===== src/rtl/lifs_pkg.sv =====
// Shared types and constants for the linear interpolation frame stretcher.
// Used by lifs_ctrl, lifs_datapath and linear_interp_frame_stretch.
package lifs_pkg;

  localparam int COUNT_W    = 11;
  localparam int FRAC_W     = 16;
  localparam int NUM_W      = COUNT_W + FRAC_W;
  localparam int SAMPLE_W   = 8;
  localparam int INDEX_W    = 10;
  localparam int POS_W      = 32;
  localparam int IPART_W    = POS_W - FRAC_W;
  localparam int CFG_ADDR_W = 1;
  localparam int DIV_CNT_W  = $clog2(NUM_W);

  localparam logic [COUNT_W-1:0] COUNT_RESET = COUNT_W'(2);
  localparam logic [COUNT_W-1:0] COUNT_MIN   = COUNT_W'(2);

  typedef enum logic {
    OP_LOAD  = 1'b0,
    OP_FETCH = 1'b1
  } opcode_t;

  typedef enum logic [1:0] {
    STATUS_OK    = 2'd0,
    STATUS_COUNT = 2'd1,
    STATUS_INDEX = 2'd2
  } status_t;

  typedef enum logic [CFG_ADDR_W-1:0] {
    CFG_IN_COUNT  = 1'b0,
    CFG_OUT_COUNT = 1'b1
  } cfg_addr_t;

  typedef enum logic [2:0] {
    ST_DIV_INIT,
    ST_DIV_RUN,
    ST_IDLE,
    ST_READ,
    ST_MULT,
    ST_DONE
  } state_t;

  typedef struct packed {
    logic div_init;
    logic div_run;
    logic fetch_start;
    logic load_write;
    logic read_mem;
    logic mult;
    logic finish;
  } ctrl_cmd_t;

  typedef struct packed {
    logic div_done;
    logic out_free;
  } dp_status_t;

endpackage


===== src/rtl/lifs_ctrl.sv =====
// Controller state machine: step division after reset and configuration,
// load and fetch sequencing. Depends on lifs_pkg.
module lifs_ctrl (
  input  logic                   clk,
  input  logic                   rst,
  input  logic                   in_valid,
  input  logic                   opcode,
  input  logic                   cfg_we,
  input  lifs_pkg::dp_status_t   st,
  output logic                   in_stall,
  output lifs_pkg::ctrl_cmd_t    cmd
);
  import lifs_pkg::*;

  state_t state;
  state_t state_next;

  always_ff @(posedge clk) begin
    if (rst) begin
      state <= ST_DIV_INIT;
    end else begin
      state <= state_next;
    end
  end

  always_comb begin
    state_next = state;
    cmd        = '0;
    in_stall   = 1'b1;
    case (state)
      ST_DIV_INIT: begin
        cmd.div_init = 1'b1;
        state_next   = ST_DIV_RUN;
      end
      ST_DIV_RUN: begin
        cmd.div_run = 1'b1;
        if (st.div_done) begin
          state_next = ST_IDLE;
        end
      end
      ST_IDLE: begin
        in_stall = 1'b0;
        if (in_valid) begin
          if (opcode == OP_FETCH) begin
            cmd.fetch_start = 1'b1;
            state_next      = ST_READ;
          end else begin
            cmd.load_write = 1'b1;
          end
        end
      end
      ST_READ: begin
        cmd.read_mem = 1'b1;
        state_next   = ST_MULT;
      end
      ST_MULT: begin
        cmd.mult   = 1'b1;
        state_next = ST_DONE;
      end
      ST_DONE: begin
        if (st.out_free) begin
          cmd.finish = 1'b1;
          state_next = ST_IDLE;
        end
      end
      default: begin
        state_next = ST_IDLE;
      end
    endcase
    if (cfg_we) begin
      state_next = ST_DIV_INIT;
    end
  end

endmodule


===== config.mk =====
export PLATFORM = sky130hd
export DESIGN_NAME = lifs_ctrl
export DESIGN_NICKNAME = d
export VERILOG_FILES = /design/src/rtl/lifs_pkg.sv /design/src/rtl/lifs_ctrl.sv
export SDC_FILE = /design/constraint.sdc
export NUM_CORES = 1
export LEC_CHECK = 0
export BUFFER_PORTS_ARGS = -buffer_cell sky130_fd_sc_hd__buf_2
export CAP_MARGIN = 20
export CELL_PAD_IN_SITES_DETAIL_PLACEMENT = 0
export CELL_PAD_IN_SITES_GLOBAL_PLACEMENT = 1
export CORE_AREA = 4 4 41 43
export DETAILED_ROUTE_END_ITERATION = 16
export DIE_AREA = 0 0 45 47
export PLACE_DENSITY = 0.49
export SETUP_SLACK_MARGIN = 0.3
export SLEW_MARGIN = 20
export SYNTH_ARGS = -nofsm -noshare
export SYNTH_HDL_FRONTEND = slang
export SYNTH_SLANG_ARGS = --single-unit

===== constraint.sdc =====
create_clock -name clk -period 1.7 [get_ports clk]
set_input_delay 0.34 -clock clk [delete_from_list [all_inputs] [get_ports clk]]
set_output_delay 0.34 -clock clk [all_outputs]
set_load 0.02 [all_outputs]

# == After elaboration in Yosys (flattened, before gate mapping) ==
# Cells that the tools add are included.
# classes
eq_ne,9
n_mux,16
reduce_logical,3
# ops
cell,n
one-hot mux 3 bit (6 select lines),1
2-to-1 mux 3 bit,4
2-to-1 mux 1 bit,9
"!= test 2 bit, second input constant",4
"== test 3 x 2 -> 1 bit, second input constant",2
"== test 3 bit, second input constant",2
2-to-1 mux 2 bit,2
AND reduction 4 bit,1
"== test 3 x 1 -> 1 bit, second input constant",1
logical NOT 3 bit,1
OR reduction 2 bit,1
# word_totals
ff_bits,3
in_bits,7
out_inout_bits,8
wordCells,29

# == Depth between registers and ports, before layout ==
# Gate-level depths: netlist of the first run.
# logic_depth
ltp_word,3
depth_mapped,4
mapped_depth_nobuf,3

# == Least setup slack after synthesis of the first run ==
# OpenSTA, ideal clock, no wires.
# synth_timing
kind,reg-to-output
from,reg state[1]
to,out cmd[6] in the netlist's numbering
t_arrival_ps,935
required_time_ps,1360
setup_slack_ps,425
stages_incl_launch_ff,3
cell_sequence,dfxtp_1 > buf_4 > nor3_1
# synth_rtl
element,line_no,rtl
from (decl),lifs_ctrl.sv:15,state_t state;
from (signal assigned),lifs_ctrl.sv:22,state <= state_next;
to (decl),lifs_ctrl.sv:11,output lifs_pkg::ctrl_cmd_t cmd

==> results of run 1 <==
[cells in the final DEF, fill, tap and decap left out, drive strengths merged]
master,instances
a211o,1
a21oi,2
a31oi,1
a32oi,1
and2,1
and3,2
buf,18
clkbuf,4
dfxtp,3
inv,2
nand2,3
nand2b,1
nand3,1
nor2,6
nor2b,2
nor3,1
o21ba,1
or2,1
[cell families after synthesis]
logic type | after synthesis | share of synthesized area, %
compound gates | 6 | 21.1
buf+inv | 3 | 7.23
flops | 3 | 28.9
simple gates | 18 | 42.8
[cells in the mapped netlist]
cell and n:
or2_2 1, nand2_1 3, nor3_1 1, nor2_1 6, and2_2 1, a21oi_1 2, o21ba_1 1, nor2b_1 2
dfxtp_1 3, and3_1 2, a31oi_1 1, a211o_1 1, inv_1 2, buf_4 1, nand3_1 1, nand2b_1 1
a32oi_1 1
[worst min-delay path, cell delays in order]
cell and delay [ps]:
buf_2 70, or2_2 110, a21oi_1 40
[repair_timing]
item / CTS / global route
gates resized for setup: 12 / 7
setup endpoints to repair: 6 / 7
buffers inserted: 2 / 2
endpoints found under the hold margin: 0 / 0
pin swaps: 2 / 2
[area by class of cell]
cell class                      count  area share [%]
Clock buffer                        4            6.62
Inverter                            2            1.89
Sequential cell                     3            18.0
Multi-Input combinational cell     24            37.9
Tap cell                           15            4.73
Timing Repair Buffer               18            30.9
[through the flow]
stage / cells / total power, W / hold slack, ps / instance area [µm²] / utilization [%]
3_3_place_gp: 58 / 0.000113 / 595 / 289 / 22.2
5_1_grt: 66 / 0.000256 / 389 / 397 / 30.5
3_5_place_dp: 58 / 0.000111 / 570 / 289 / 22.2
2_1_floorplan: 30 / 0.0000974 / 517 / 208 / -
4_1_cts: 64 / 0.000240 / 369 / 358 / 27.5
6_report: 66 / 0.000237 / 375 / 397 / 30.5
[layer usage]
metal,wire length [µm],vias up,track usage (%)
met2,324,8,10.2
li1,-,145,-
met3,60,0,4.21
met5,0,-,0
met4,0,0,0
met1,212,115,4.99
[how the worst min path moves through the flow]
| stage | start | endpoint | slack (ps) | cells after the start |
|---|---|---|---|---|
| after floorplan | rst | state[0] | 520 | 2 |
| after global placement | state[1] | state[1] | 600 | 2 |
| after detailed placement | state[1] | state[1] | 570 | 2 |
| after CTS | rst | state[0] | 370 | 3 |
| after global routing | rst | state[0] | 390 | 3 |
| final | rst | state[0] | 370 | 3 |
[power by group through the flow]
stage               Clock (W)  Sequential (W)  Combinational [W]
global route         0.000134       0.0000744          0.0000479
finish               0.000121       0.0000739          0.0000428
CTS                  0.000126       0.0000745          0.0000395
detailed placement          0       0.0000774          0.0000340
floorplan                   0       0.0000759          0.0000215
global placement            0       0.0000779          0.0000348
==> flow_summary.toml, run 1 <==
[run_status]
status = "complete, no violations"

[sta]
setup_viol = 0
clock.fmax_mhz = 722
rsz0062_at_grt = "yes"
fin_worst_skew_ps = 4.19
finalCritPeriodShare_pct = 81.5
timing.final.ws_setup_ps = 314
slew_violations = 0
worstMarginPinSlew_ps = 159
tns_ps = 0
min_period_ps = 1390
max_slew_margin_pct = 89.4
finalHoldViolations = 0

[grt]
grt_pass1_vias = 242
grt_max_degree = 10
antenna_found_initial = 0
grt_overflow = 0
grtUsageTotal_pct = 5.45
grt_first_pass_wirelength_um = 841

[yosys]
synth_top_area_cell = "dfxtp_1"
avgSynthCellArea_um2 = 6.92
synthTopCellsByArea = "dfxtp_1 29%, nor2_1 11%, and3_1 6.0%"
ys_ff_latch = 3
syn_nets = 37
netlist_instances = 30
synth_cell_types = 17
synth_area_um2 = 208
yosysSeqAreaShare_pct = 28.9
yosys_warnings = 0
synth_top_area_share_pct = 28.9

[worst_setup_path]
path_max_fanout = 6
worst-r2r-setup-slack_ps = 710
critical_path.cell_chain = "nor2b_2, and3_1, buf_6"
r2r-start = "state[2]"
cp.required_ps = 1360
crit_arrival_ps = 1050
crit_path_top_delay_cell = "dfxtp_4"
reg2reg_depth = 4
endpoint_kind = "primary output"
crit_cells = 3
critPathKind = "reg -> out"
rr_endpoint = "state[0]"
crit_buf_inv = 1
start_kind = "flip-flop"
critPathMaxStageDelay_ps = 360
crit_family = "flip-flops"
critPathLaunch = "state[0]"
endpoint = "cmd[0]"

[clock_tree]
cts_tree = "built"
cts_buffers = 3
clock_sinks = 3
h-tree-depth = 1
clk_latency_ps = 230
clk_pin_slew_ps = 40
hold_buffers = 0
cts_buffer_depth = 2
cts-root-buf = "clkbuf_4"

[placement]
place_ws_ps = 437
dp.final_hpwl_um = 427
port_buffers = 14
gp_congestion = 0.650

[finish]
max_flop_register = "state"
largest_reg_flops = 3
syn_to_final_growth_pct = 91.0
drive_above_1_share_pct = 58.8
multi_input_area_um2 = 150
diodes = 0
reg.largest.list = "state (3)"
fillCellCount = 148
nNetsFinal = 59
ff_latch_area_um2 = 71.3

[drt]
avgRoutedWirePerCell_um = 9.05
via_per_inst = 4.06
vias = 268
initialDrtViolationCount = 5
antenna_violating_nets_post_route = 0
wirelength_um = 597
drc = 0
dr.pass1.iters = 3

[pwr]
power_frac_comb_pct = 18.0
swShare_pct = 24.5
max-vdd-ir-drop_mv = 0.534
intPower_w = 0.000179
p_switching_w = 0.0000582
p_per_area_nw_per_um2 = 598
seq_power_share_pct = 31.1
power_leakage_nw = 0.205
p_clk_share_pct = 50.8

[floorplan]
row_count = 13
dieWidth_um = 45
core_area_um2 = 1300
die_h_um = 47
start_util_pct = 16.0
io_pins = 15
dieArea_um2 = 2120

[hold_path]
hold_class = "in -> reg"

[run]
cap_violations = 0
No activity file was read; power rests on OpenSTA's default activity.
==> inputs of run 2 (changes only) <==
--- a/config.mk
+++ b/config.mk
@@ -12,7 +12,7 @@
 export CORE_AREA = 4 4 41 43
 export DETAILED_ROUTE_END_ITERATION = 16
 export DIE_AREA = 0 0 45 47
-export PLACE_DENSITY = 0.49
+export PLACE_DENSITY = 0.51
 export SETUP_SLACK_MARGIN = 0.3
 export SLEW_MARGIN = 20
 export SYNTH_ARGS = -nofsm -noshare
==> constraint.sdc (replaced) <==
create_clock -name clk -period 1.27 [get_ports clk]
set_input_delay 0.254 -clock clk [delete_from_list [all_inputs] [get_ports clk]]
set_output_delay 0.254 -clock clk [all_outputs]
set_load 0.02 [all_outputs]
==> flow_summary.toml, run 2 (same netlist as run 1, synthesis figures left out) <==
[drt]
antenna_violating_nets_post_route = 0
wirelength_um = 681
initialDrtViolationCount = 2
dr.max_layer_used = "met3"
avgRoutedWirePerCell_um = 10.5
via_per_inst = 4.28
wl_met2_um = 366
met1Wirelength_um = 268
vias = 278
dr.pass1.iters = 2
wl_met3_um = 46
drc = 0

[pwr]
design_power_total_w = 0.000342
max-vdd-ir-drop_mv = 0.477
p_per_area_nw_per_um2 = 745
power_leakage_nw = 0.210

[finish]
diodes = 0
reg.largest.list = "state (3)"
nNetsFinal = 58
design_area_um2 = 459
final_util_pct = 35.3
largest_reg_flops = 3
syn_to_final_growth_pct = 121
drive_above_1_share_pct = 70.0
max_flop_register = "state"
final_common_cell = "buf_2"
fillCellCount = 134
layout_common_cells = "7 x buf_2, 6 x buf_6, 4 x nor2_4, 4 x buf_4"

[clock_tree]
cts_buffers = 3
cts_tree = "built"
clk_pin_slew_ps = 40
clock_sinks = 3
clk_latency_ps = 240
cts-root-buf = "clkbuf_4"
h-tree-depth = 1
cts_buffer_depth = 2
hold_buffers = 0

[floorplan]
io_pins = 15
core_area_um2 = 1300
die_h_um = 47
row_count = 13
dieWidth_um = 45
start_util_pct = 16.0
dieArea_um2 = 2120

[worst_setup_path]
endpoint_kind = "primary output"
critPathKind = "reg -> out"
critPathMaxStageDelay_ps = 410
start_kind = "flip-flop"
crit_arrival_ps = 1060
crit_path_top_delay_cell = "dfxtp_4"
r2r-start = "state[2]"
path_max_fanout = 9
critPathLaunch = "state[1]"
cp.required_ps = 1020
critical_path.cell_chain = "nor2_1, and2_2, buf_2"
worst-r2r-setup-slack_ps = 270
crit_buf_inv = 1
crit_family = "flip-flops"

[run]
cap_violations = 0

[sta]
finalCritPeriodShare_pct = 103
fin_worst_skew_ps = 5.03
slew_violations = 0
finalHoldViolations = 0
tns_ps = -152
worst_hold_slack_ps = 275
timing.final.ws_setup_ps = -39.8
setup_viol = 5
max_slew_margin_pct = 89.2
clock.fmax_mhz = 763
rsz0062_at_grt = "yes"
worstMarginPinSlew_ps = 163
min_period_ps = 1310

[placement]
port_buffers = 14
gp_congestion = 0.662
place_area_um2 = 347
dp.final_hpwl_um = 480

[hold_path]
hold_class = "in -> reg"
hp-start = "rst"

[grt]
grt_overflow = 0
grt_first_pass_wirelength_um = 1120
antenna_found_initial = 0
grt_max_degree = 10
grtUsageTotal_pct = 7.74
grt_pass1_vias = 272

[run_status]
status = "finished, violations left"
violations = "negative setup slack"
-- run 2: cell types whose count changed in the layout (fill, tap and decap cells not counted), sizes merged --
cell / change
buf: -1
-- run 2: layer usage --
metal  up-vias  global-route usage [%]
li1        145                       -
met1       126                    7.73
met2         7                    11.9
met3         0                    3.83
met4         0                    7.02
met5         -                       0
-- run 2: final timing paths --
path | to | depth (start not counted)
max reg2reg | state[0] | 4
max | cmd[1] | 3
min reg2reg | state[1] | 2
min | state[0] | 3
-- run 2: metrics by stage --
step / cells / setup WS, ps
6_report: 65 / -39.8
5_1_grt: 65 / -93.6
4_1_cts: 64 / -65.7
3_5_place_dp: 58 / 22.8
3_3_place_gp: 58 / 41.6
2_1_floorplan: 30 / 251
-- run 2: cell type report --
type / instances / area, µm² / area share [%]
tap: 15 / 18.8 / 4.09
clock buffer: 4 / 26.3 / 5.72
sequential: 3 / 71.3 / 15.5
inverter: 2 / 7.51 / 1.63
timing repair buffer: 17 / 133 / 28.9
multi-input combinational: 24 / 203 / 44.1
-- run 2: power breakdown --
group / switching, W / internal, W / leakage [nW]
Clock: 0.0000535 / 0.000118 / 0.0150
Sequential: 0.00000650 / 0.0000933 / 0.0267
Combinational: 0.0000353 / 0.0000354 / 0.168
Total: 0.0000953 / 0.000247 / 0.210
-- run 2: repair_timing --
action,in CTS,in global routing
pin swaps,4,4
setup endpoints to repair,11,10
gates resized for setup,16,3
buffers inserted,2,1
cloned,0,0
-- run 2: worst min-delay path: stages --
cell and delay [ps]:
buf_2 70, or2_2 110, a21oi_1 40
